**config.mk**
```make
export PLATFORM = sky130hd
export DESIGN_NAME = mbre_palette
export DESIGN_NICKNAME = d
export VERILOG_FILES = /design/src/design/assert_macros.svh /design/src/design/mbre_pkg.sv /design/src/design/mbre_palette.sv
export SDC_FILE = /design/constraint.sdc
export NUM_CORES = 1
export LEC_CHECK = 0
export BUFFER_PORTS_ARGS = -buffer_cell sky130_fd_sc_hd__buf_4
export CORE_AREA = 8 8 217 219
export DETAILED_ROUTE_END_ITERATION = 6
export DIE_AREA = 0 0 225 227
export SETUP_SLACK_MARGIN = 0.15
export SLEW_MARGIN = 40
export SYNTH_ARGS = -nofsm -noshare
export SYNTH_HDL_FRONTEND = slang
export SYNTH_SLANG_ARGS = --single-unit
```
**constraint.sdc**
```tcl
create_clock -name clk_i -period 2 [get_ports clk_i]
set_input_delay 0.3 -clock clk_i [delete_from_list [all_inputs] [get_ports clk_i]]
set_output_delay 0.3 -clock clk_i [all_outputs]
set_load 0.01 [all_outputs]
```
**src/design/assert_macros.svh**
```systemverilog
// Assertion macros shared by the expander RTL.
`ifndef ASSERT_MACROS_SVH
`define ASSERT_MACROS_SVH

// Clocked check, disabled while reset is asserted.
`define MBRE_ASSERT(lbl, prop) \
  lbl: assert property (@(posedge clk_i) disable iff (!rst_ni) (prop)) \
    else $error("%m: check failed");

// Clocked check that also holds during reset.
`define MBRE_ASSERT_ALWAYS(lbl, prop) \
  lbl: assert property (@(posedge clk_i) (prop)) \
    else $error("%m: check failed");

`endif

```
**src/design/mbre_pkg.sv**
```systemverilog
// Shared types and constants for the bitmap to RGB expander.
`default_nettype none

package mbre_pkg;

  localparam int unsigned ROWS_DEF   = 16;
  localparam int unsigned PIX_W      = 24;
  localparam int unsigned ROW_PIX    = 32;
  localparam int unsigned COL_W      = 5;
  localparam int unsigned PAT_DEPTH  = 256;
  localparam int unsigned PAL_DEPTH  = 16;
  localparam int unsigned PAL_AW     = 4;

  typedef enum logic [2:0] {
    FUNC_MIRROR   = 3'd0,
    FUNC_PATTERN  = 3'd1,
    FUNC_PLAIN    = 3'd2,
    FUNC_OVERDUB  = 3'd3,
    FUNC_LOAD_PAT = 3'd4,
    FUNC_LOAD_COL = 3'd5
  } func_e;

  typedef struct packed {
    logic              en;
    logic [PAL_AW-1:0] idx;
    logic [PIX_W-1:0]  data;
  } pal_wr_t;

endpackage

`default_nettype wire

```
**src/design/mbre_palette.sv**
```systemverilog
// Sixteen-entry colour table held in flops, with combinational lookup.
`default_nettype none

module mbre_palette (
  input  wire logic                             clk_i,
  input  wire logic                             rst_ni,
  input  wire mbre_pkg::pal_wr_t                wr_i,
  input  wire logic [mbre_pkg::PAL_AW-1:0]      idx_i,
  output logic      [mbre_pkg::PIX_W-1:0]       colour_o
);

  logic [mbre_pkg::PIX_W-1:0] pal_q [mbre_pkg::PAL_DEPTH];

  always_ff @(posedge clk_i or negedge rst_ni) begin
    if (!rst_ni) begin
      for (int i = 0; i < int'(mbre_pkg::PAL_DEPTH); i++) begin
        pal_q[i] <= '0;
      end
    end else if (wr_i.en) begin
      pal_q[wr_i.idx] <= wr_i.data;
    end
  end

  assign colour_o = pal_q[idx_i];

endmodule

`default_nettype wire

```
# Yosys cells after proc, flatten, opt, wreduce, memory -nomap -nowiden
# Index checks and enable logic that the tools add are counted.
# W data, S select, Z words.
# word_totals
reg_bits	384
input_bits	35
# op_classes
magnitude_cmp	3
mux	6
n_bitwise	2
n_reduce_logical	1
# ops
cell	n
$bwmux W384	1
$bmux W24 S4	1
$demux W24 S4	1
$mux W24	3
$ge A5 B5 Y1 const B	2
$not A4 Y5	2
$lt A5 B1 Y1 const B	1
$logic_and A1 B1 Y1	1

# Depth between registers and ports, before layout
# Gate-level depths: netlist of run 1.
# depth
depth_word	6
depth_mapped	6
ltp_nobuf	3

# Worst setup path before layout of run 1
# Ideal clock, no wire load.
# synth_path
kind	input port to output port
start	input port idx_i[0] in the netlist's numbering
end	output port colour_o[10] in the netlist's numbering
arrival_ps	1671
setup_slack_ps	29
cell_stages	6
path_buffers	3
cell_sequence	buf_2 > buf_4 > buf_2 > mux4_2 > a22oi_1 > nand2_1
# synth_between
elab_chain_cells	4
# synth_rtl
element	line_no	source
from (decl)	mbre_palette.sv:8	input wire logic [mbre_pkg::PAL_AW-1:0] idx_i,
$not A4 Y5 (not written as such)	mbre_palette.sv:24	assign colour_o = pal_q[idx_i];
$bmux W24 S4	mbre_palette.sv:24	
$mux W24 (not written as such) (2 in a row)	mbre_palette.sv:24	
to (decl)	mbre_palette.sv:9	output logic [mbre_pkg::PIX_W-1:0] colour_o
# No other way between the ends. The select of a mux whose other input is x is not followed.

# Worst setup path after layout of run 1
# layout_path
start	register pal_q[374] in the netlist's numbering
end	output port colour_o[14] in the netlist's numbering
# layout_between
elab_chain_cells	3
# layout_rtl
element	line_no	source
from (decl)	mbre_palette.sv:12	logic [mbre_pkg::PIX_W-1:0] pal_q [mbre_pkg::PAL_DEPTH];
from (signal, indexed assignment)	mbre_palette.sv:20	pal_q[wr_i.idx] <= wr_i.data;
$bmux W24 S4	mbre_palette.sv:24	
$mux W24 (not written as such) (2 in a row)	mbre_palette.sv:24	
# No other way between the ends. The select of a mux whose other input is x is not followed.

==> results.sh, run 1 <==
export IMPL_irDropWorstVdd_v=0.000635
export IMPL_die_area_um2=51100
export IMPL_fin_crit_ns=2.18
export IMPL_initial_utilization=0.396
export IMPL_cp_top_family="multiplexers"
export IMPL_drv_slew=0
export IMPL_finalSetupViolations=24
export IMPL_timing_critical_path_fanout_max=2
export IMPL_path_depth=4
export IMPL_status="finished, violations left"
export IMPL_synth_ff_type="dfrtp_1"
export IMPL_rsz0062_at_grt="true"
export IMPL_swShare=0.242
export IMPL_ys_warnings_count=0
export IMPL_cp_start_kind="register"
export IMPL_overflow=0
export IMPL_drv_cap=0
export IMPL_clock_path_buffers=3
export IMPL_port_buffers=58
export IMPL_placed_cells=1681
export IMPL_reg2reg_depth=1
export IMPL_n_antenna_cell=0
export IMPL_clock_sinks=384
export IMPL_vias_per_cell=5.40
export IMPL_top_register="pal_q"
export IMPL_async_flop_share=1.00
export IMPL_cts_tree="yes"
export IMPL_reg_largest_list="pal_q (384)"
export IMPL_path_clk_slew_ns=0.06
export IMPL_multi_input_area_um2=7550
export IMPL_place_area_um2=19000
export IMPL_slowest_delay_ns=0.48
export IMPL_max_freq_ghz=0.458
export IMPL_grt_usage=0.167
export IMPL_tightestPinTransition_ns=0.637
export IMPL_crit_type="reg -> out"
export IMPL_slew_headroom=0.575
export IMPL_endpoint="colour_o[14]"
export IMPL_clockPowerShare=0.349
export IMPL_stdcell_area_um2=20800
export IMPL_routabilityCongestion=0.713
export IMPL_synth_seq_area_share=0.556
export IMPL_hpwl_um=24400
export IMPL_die_x_um=225
export IMPL_dr_pass1_iters=6
export IMPL_drt_initial_drc_count=446
export IMPL_violations="negative setup slack"
export IMPL_timing_rr_end="pal_q[188]$_DFFE_PN0P_"
export IMPL_syn_area_per_cell_um2=16.3
export IMPL_synth_seq_cells=384
export IMPL_finalNetCount=1169
export IMPL_finClkSkew_ns=0
export IMPL_p_seq_frac=0.461
export IMPL_r2r_setup_slack_ns=1.22
export IMPL_die_y_um=227
export IMPL_cp_required_ns=1.70
export IMPL_worstSkewPairLatency_ns=0.53
export IMPL_synth_fp_nets=1095
export IMPL_largest_reg_flops=384
export IMPL_synth_edf_count=0
export IMPL_final_seq_area_um2=9610
export IMPL_hold_class="in -> reg"
export IMPL_combinationalPowerShare=0.190
export IMPL_switching_power_mw=5.49
export IMPL_wl_per_cell_um=23.8
export IMPL_clock_root_buffer="clkbuf_16"
export IMPL_utilization=0.477
export IMPL_syn_inst=1060
export IMPL_fin_cells=1757
export IMPL_wirelength_um=41800
export IMPL_post_cts_buffers=0
export IMPL_power_density_nw_per_um2=1090
export IMPL_critPathBufInv=1
export IMPL_worst_slack_ns=-0.185
export IMPL_grt_pass1_wl_um=65200
export IMPL_synthesis_area_um2=17300
export IMPL_first_global_vias=10400
export IMPL_pin_count=59
export IMPL_antenna_found_initial=0
export IMPL_startpoint="pal_q[374]$_DFFE_PN0P_"
export IMPL_hold_viol=0
export IMPL_arrival_ns=1.88
export IMPL_cts_buffers=42
export IMPL_htreeDepth=2
export IMPL_grt_max_degree=86
export IMPL_syn2layout_area_growth_pct=20.4
export IMPL_p_int_mw=17.2
export IMPL_synth_cell_types=22
export IMPL_std_cell_rows=77
export IMPL_cp_cell_sequence="mux4_2, a22oi_2, nand2_1, buf_6"
export IMPL_vias=9489
export IMPL_drive_above_1_share=0.635
export IMPL_route_detailed_drc=0
export IMPL_post_route_period_util=1.09
export IMPL_fillers=3744
export IMPL_crit_slowest_cell="mux4_2"
export IMPL_p_leak_nw=8.81
export IMPL_drtAntennaViolNets=0
export IMPL_r2r_start="pal_q[188]$_DFFE_PN0P_"
export IMPL_end_kind="output pin"
export IMPL_coreArea_um2=43600
==> final cells by class <==
| type | instances | area share |
|---|---|---|
| Sequential cell | 384 | 0.462 |
| Multi-Input combinational cell | 581 | 0.363 |
| Timing Repair Buffer | 125 | 0.0705 |
| Clock buffer | 68 | 0.0650 |
| Tap cell | 592 | 0.0356 |
| Clock inverter | 7 | 0.00409 |
==> metal layers <==
layer	up-vias	GRT usage	share of wire
li1	4120	-	-
met1	5171	0.222	0.45
met2	142	0.285	0.50
met3	56	0.0265	0.033
met4	0	0.0407	0.018
met5	-	0	0
==> metrics by stage <==
step                      total power, mW  setup slack, ns  TNS [ns]  hold WS, ns
final                                22.7           -0.185     -2.98        0.117
after global routing                 23.8           -0.247     -4.71        0.109
after CTS                            22.8           -0.226     -4.22       0.0791
after detailed placement             14.7           -0.150     -2.02        0.215
after global placement               14.5           -0.218     -3.58        0.211
after floorplan                      13.3            0.153         0      0.00441
==> cell usage after synthesis (all sizes together) (2+ instances only) <==
cell | count | area [um2]
nand2 | 26 | 97.6
a22oi | 48 | 360
nand3b | 2 | 15.0
nor2b | 2 | 12.5
mux2 | 384 | 4400
buf | 53 | 305
or3 | 2 | 12.5
clkbuf | 42 | 158
nand2b | 3 | 26.3
nand3 | 2 | 10.0
nor2 | 7 | 26.3
mux4 | 96 | 2160
nor3 | 6 | 60.1
dfrtp | 384 | 9610
==> repair_timing <==
action / in CTS / in global routing
resized for setup: 45 / 33
pin swaps: 36 / 18
endpoints found under the setup margin: 24 / 24
hold buffers: 1 / 0
hold endpoints to repair: 47 / 0
==> kinds of logic after synthesis <==
group | share of synthesized area
AO/OA/AOI/OAI | 0.0208
buffers and inverters | 0.0268
flip-flops | 0.556
multiplexers | 0.380
AND/OR/NAND/NOR | 0.0171
==> how the worst min path moves through the flow <==
stage	startpoint	endpoint	slack (ns)	depth (start not counted)
global placement	rst_ni	pal_q[105]$_DFFE_PN0P_	0.21	1
CTS	wr_i[21]	pal_q[189]$_DFFE_PN0P_	0.08	2
global route	wr_i[21]	pal_q[189]$_DFFE_PN0P_	0.11	2
detailed placement	rst_ni	pal_q[105]$_DFFE_PN0P_	0.21	1
finish	wr_i[21]	pal_q[189]$_DFFE_PN0P_	0.12	2
floorplan	rst_ni	pal_q[0]$_DFFE_PN0P_	0.004	0
==> cell usage in the layout (no fill, tap or decap), drive strengths merged <==
master         n
or3            2
nand2         26
a22oi         48
or4            1
nand3b         2
mux2         384
buf          124
dfrtp        384
nand2b         3
nand3          2
clkbuf        68
nor2           7
nor4           1
dlygate4sd3    1
mux4          96
nor2b          2
nor3           6
bufinv         2
and2           1
clkinv         5
==> power by group through the flow <==
stage	Combinational (mW)	Sequential [mW]	Clock [mW]
3_3_place_gp	4.01	10.5	0
6_report	4.32	10.4	7.92
2_1_floorplan	3.00	10.3	0
3_5_place_dp	4.11	10.6	0
5_1_grt	4.66	10.7	8.44
4_1_cts	4.29	10.4	8.12
(Power assumes the default switching activity.)
==> inputs of run 2 (changes only) <==
==> constraint.sdc (replaced) <==
create_clock -name clk_i -period 1.9 [get_ports clk_i]
set_input_delay 0.285 -clock clk_i [delete_from_list [all_inputs] [get_ports clk_i]]
set_output_delay 0.285 -clock clk_i [all_outputs]
set_load 0.01 [all_outputs]
==> results.sh, run 2 (synthesized netlist as in run 1, its figures left out) <==
export IMPL_status="finished, violations left"
export IMPL_violations="negative setup slack"
export IMPL_grt_max_degree=100
export IMPL_drv_cap=0
export IMPL_clock_root_buffer="clkbuf_16"
export IMPL_p_leak_nw=8.87
export IMPL_cts_tree="yes"
export IMPL_arrival_ns=1.90
export IMPL_hold_class="in -> reg"
export IMPL_mostFrequentLayoutCell="dfrtp_1"
export IMPL_timing_setup_tns_ns=-5.16
export IMPL_path_clk_slew_ns=0.06
export IMPL_cts_buffers=43
export IMPL_route_detailed_drc=0
export IMPL_max_freq_ghz=0.459
export IMPL_utilization=0.478
export IMPL_top_register="pal_q"
export IMPL_largest_reg_flops=384
export IMPL_dpl_worst_slack_ns=-0.137
export IMPL_timing_critical_path_fanout_max=2
export IMPL_port_buffers=58
export IMPL_routabilityCongestion=0.727
export IMPL_worst_slack_ns=-0.281
export IMPL_overflow=0
export IMPL_hp_start="wr_i[13]"
export IMPL_startpoint="pal_q[367]$_DFFE_PN0P_"
export IMPL_drtAntennaViolNets=0
export IMPL_drive_above_1_share=0.628
export IMPL_coreArea_um2=43600
export IMPL_hpwl_um=25700
export IMPL_crit_type="reg -> out"
export IMPL_clock_path_buffers=3
export IMPL_grt_pass1_wl_um=67400
export IMPL_fillers=3757
export IMPL_finalNetCount=1185
export IMPL_irDropWorstVdd_v=0.000670
export IMPL_initial_utilization=0.396
export IMPL_cp_required_ns=1.62
export IMPL_finalSetupViolations=24
export IMPL_die_area_um2=51100
export IMPL_end_kind="output pin"
export IMPL_drt_initial_drc_count=565
export IMPL_drv_slew=0
export IMPL_layout_common_cells="dfrtp_1 (384), mux2_2 (361), mux4_2 (96), buf_4 (79), clkbuf_16 (44)"
export IMPL_fin_crit_ns=2.18
export IMPL_power_density_nw_per_um2=1130
export IMPL_dr_pass1_iters=4
export IMPL_std_cell_rows=77
export IMPL_clock_sinks=384
export IMPL_hold_viol=0
export IMPL_vias=9626
export IMPL_reg_largest_list="pal_q (384)"
export IMPL_die_x_um=225
export IMPL_tightestPinTransition_ns=0.614
export IMPL_rsz0062_at_grt="true"
export IMPL_r2r_start="pal_q[367]$_DFFE_PN0P_"
export IMPL_vias_per_cell=5.43
export IMPL_cp_start_kind="register"
export IMPL_wirelength_um=43100
export IMPL_worstSkewPairLatency_ns=0.55
export IMPL_grt_usage=0.174
export IMPL_slew_headroom=0.590
export IMPL_antenna_found_initial=1
export IMPL_finClkSkew_ns=0
export IMPL_wl_per_cell_um=24.3
export IMPL_pin_count=59
export IMPL_htreeDepth=2
export IMPL_die_y_um=227
export IMPL_first_global_vias=10500
export IMPL_post_route_period_util=1.15
export IMPL_syn2layout_area_growth_pct=20.7
## run 2: where the power goes
group,total (mW),switching (mW),internal [mW]
registers,11.0,0.919,10.1
clock network,8.10,3.33,4.76
logic,4.57,1.66,2.91
## run 2: final timing paths
check,to,slack [ns],cells past startpoint
min in group asynchronous,pal_q[124]$_DFFE_PN0P_,0.15,2
max reg2reg,pal_q[367]$_DFFE_PN0P_,0.91,3
min reg2reg,pal_q[190]$_DFFE_PN0P_,0.50,1
max in group asynchronous,pal_q[70]$_DFFE_PN0P_,0.93,4
max,colour_o[7],-0.28,4
min,pal_q[205]$_DFFE_PN0P_,0.09,2
## run 2: layout make-up
| class | instances | area, um2 | area share |
|---|---|---|---|
| clock buffers | 60 | 1260 | 0.0604 |
| multi-input cells | 581 | 7490 | 0.359 |
| flip-flops and latches | 384 | 9610 | 0.460 |
| well taps | 592 | 741 | 0.0355 |
| repair buffers | 140 | 1640 | 0.0784 |
| clock inverters | 16 | 125 | 0.00600 |
| diodes | 1 | 2.50 | 0.000120 |
## run 2: metal layers
layer,share of wire,GRT usage
met1,0.44,0.231
met2,0.50,0.295
met3,0.040,0.0303
met4,0.017,0.0433
met5,0,0
## run 2: through the flow
stage               cell area (um2)  hold slack (ns)  total power [mW]  std cells
finish                        20900           0.0893              23.7       1774
global route                  20900           0.0683              24.9       1774
CTS                           20700           0.0468              23.9       1771
detailed placement            19200            0.127              15.5       1689
global placement              19100            0.129              15.3       1687
floorplan                     17400          -0.0106              14.0       1060
## run 2: worst max-delay path, stage by stage, from the launching register on
cell and delay [ns]:
dfrtp_1 0.39, mux4_2 0.48, a22oi_1 0.18, nand2_1 0.14
buf_6 0.15
## run 2: repair_timing
action,in CTS,in global routing
endpoints found under the hold margin,293,0
pin swaps,35,17
hold buffers,1,0
endpoints found under the setup margin,24,24
buffers inserted,5,2
gates resized for setup,32,22
gates cloned,0,0
==> inputs of run 3 (changes only) <==
--- a/config.mk
+++ b/config.mk
@@ -5,10 +5,10 @@
 export SDC_FILE = /design/constraint.sdc
 export NUM_CORES = 1
 export LEC_CHECK = 0
-export BUFFER_PORTS_ARGS = -buffer_cell sky130_fd_sc_hd__buf_4
 export CORE_AREA = 8 8 217 219
 export DETAILED_ROUTE_END_ITERATION = 6
 export DIE_AREA = 0 0 225 227
+export DONT_BUFFER_PORTS = 1
 export SETUP_SLACK_MARGIN = 0.15
 export SLEW_MARGIN = 40
 export SYNTH_ARGS = -nofsm -noshare
==> constraint.sdc (replaced) <==
create_clock -name clk_i -period 1.8 [get_ports clk_i]
set_input_delay 0.27 -clock clk_i [delete_from_list [all_inputs] [get_ports clk_i]]
set_output_delay 0.27 -clock clk_i [all_outputs]
set_load 0.01 [all_outputs]
==> results.sh, run 3 (synthesized netlist as in run 1, its figures left out) <==
export IMPL_status="finished, violations left"
export IMPL_violations="negative hold slack, negative setup slack"
export IMPL_rsz0062_at_grt="true"
export IMPL_end_kind="output pin"
export IMPL_endpoint="colour_o[20]"
export IMPL_antenna_found_initial=3
export IMPL_layout_common_cells="dfrtp_1 (384), mux2_2 (361), mux4_2 (96), a22oi_2 (45), clkbuf_16 (41)"
export IMPL_dr_pass1_iters=6
export IMPL_die_x_um=225
export IMPL_r2r_start="pal_q[99]$_DFFE_PN0P_"
export IMPL_die_y_um=227
export IMPL_startpoint="pal_q[308]$_DFFE_PN0P_"
export IMPL_drv_slew=0
export IMPL_hpwl_um=21000
export IMPL_hold_viol=384
export IMPL_fillers=3789
export IMPL_routabilityCongestion=0.679
export IMPL_cp_start_kind="register"
export IMPL_drtAntennaViolNets=0
export IMPL_path_clk_slew_ns=0.06
export IMPL_htreeDepth=2
export IMPL_initial_utilization=0.396
export IMPL_post_route_period_util=1.13
export IMPL_grt_pass1_wl_um=63500
export IMPL_reg_largest_list="pal_q (384)"
export IMPL_reg2reg_depth=2
export IMPL_vias_per_cell=5.44
export IMPL_clock_root_buffer="clkbuf_16"
export IMPL_wirelength_um=39600
export IMPL_grt_max_degree=385
export IMPL_cts_tree="yes"
export IMPL_route_detailed_drc=0
export IMPL_clock_path_buffers=3
export IMPL_coreArea_um2=43600
export IMPL_overflow=0
export IMPL_drv_cap=0
export IMPL_grt_usage=0.161
export IMPL_cp_cell_sequence="mux4_2, a22oi_2, nand2_2"
export IMPL_hold_class="in -> async"
export IMPL_cts_hold_buffers=24
export IMPL_die_area_um2=51100
export IMPL_finalSetupViolations=24
export IMPL_irDropWorstVdd_v=0.000768
export IMPL_crit_type="reg -> out"
export IMPL_cp_required_ns=1.53
export IMPL_syn2layout_area_growth_pct=15.5
export IMPL_first_global_vias=10200
export IMPL_pin_count=59
export IMPL_top_register="pal_q"
export IMPL_largest_reg_flops=384
export IMPL_finClkSkew_ns=0
export IMPL_wl_per_cell_um=23.5
export IMPL_worstSkewPairLatency_ns=0.52
export IMPL_clock_sinks=384
export IMPL_fin_crit_ns=2.04
export IMPL_stdcell_area_um2=20000
export IMPL_tightestPinTransition_ns=0.678
export IMPL_p_leak_nw=8.27
export IMPL_fin_cells=1684
export IMPL_drt_initial_drc_count=445
export IMPL_slowest_delay_ns=0.47
export IMPL_cts_buffers=41
export IMPL_placed_cells=1582
export IMPL_dpl_worst_slack_ns=0.0836
export IMPL_max_freq_ghz=0.490
export IMPL_timing_setup_tns_ns=-4.54
export IMPL_r2r_setup_slack_ns=0.93
export IMPL_finalNetCount=1094
export IMPL_vias=9158
export IMPL_place_area_um2=18100
export IMPL_drive_above_1_share=0.603
export IMPL_hold_slack_ns=-0.577
export IMPL_mostFrequentLayoutCell="dfrtp_1"
export IMPL_timing_critical_path_fanout_max=2
export IMPL_std_cell_rows=77
export IMPL_port_buffers=0
export IMPL_slew_headroom=0.548
export IMPL_crit_slowest_cell="mux4_2"
export IMPL_arrival_ns=1.77
export IMPL_worst_slack_ns=-0.240
export IMPL_timing_rr_end="pal_q[99]$_DFFE_PN0P_"
export IMPL_power_density_nw_per_um2=1200
run 3: through the flow:
step | power [mW] | util
finish | 23.9 | 0.457
global route | 25.1 | 0.457
detailed placement | 15.5 | 0.415
CTS | 24.1 | 0.456
global placement | 15.2 | 0.415
floorplan | 14.8 | -
run 3: final cells by class:
| cell class | count | area, um2 | share of cell area |
|---|---|---|---|
| Sequential cell | 384 | 9610 | 0.481 |
| Clock inverter | 15 | 133 | 0.00664 |
| Antenna cell | 3 | 7.51 | 0.000376 |
| Timing Repair Buffer | 51 | 693 | 0.0347 |
| Clock buffer | 58 | 1170 | 0.0586 |
| Multi-Input combinational cell | 581 | 7610 | 0.381 |
| Tap cell | 592 | 741 | 0.0371 |
run 3: routing by layer:
metal / part of all wire / GRT usage / routed length, um / vias to the layer above
met3: 0.032 / 0.0251 / 1270 / 56
met2: 0.50 / 0.275 / 19800 / 103
met5: 0 / 0 / 0 / -
met1: 0.45 / 0.213 / 17600 / 5018
li1: - / - / - / 3981
met4: 0.021 / 0.0399 / 814 / 0
run 3: worst min-delay path by stage:
stage | from | endpoint
4_1_cts | rst_ni | pal_q[33]$_DFFE_PN0P_
3_3_place_gp | rst_ni | pal_q[33]$_DFFE_PN0P_
6_report | rst_ni | pal_q[33]$_DFFE_PN0P_
2_1_floorplan | rst_ni | pal_q[0]$_DFFE_PN0P_
5_1_grt | rst_ni | pal_q[33]$_DFFE_PN0P_
3_5_place_dp | rst_ni | pal_q[33]$_DFFE_PN0P_
run 3: repair_timing:
item,in CTS,in global routing
endpoints found under the hold margin,768,384
buffers inserted,2,0
gates resized for setup,57,12
endpoints found under the setup margin,24,24
pin swaps,50,9
run 3: critical path, delay by kind of cell, from the launching register on:
kind	cells	cell delay [ns]
muxes	1	0.47
DFF	1	0.37
AOI/OAI and AO/OA	1	0.26
and+or+nand+nor	1	0.13
run 3: power breakdown:
part | switching (mW) | internal (mW) | leakage, nW
combinational | 1.35 | 2.71 | 2.91
clock | 3.41 | 4.82 | 0.654
sequential | 0.947 | 10.6 | 4.71
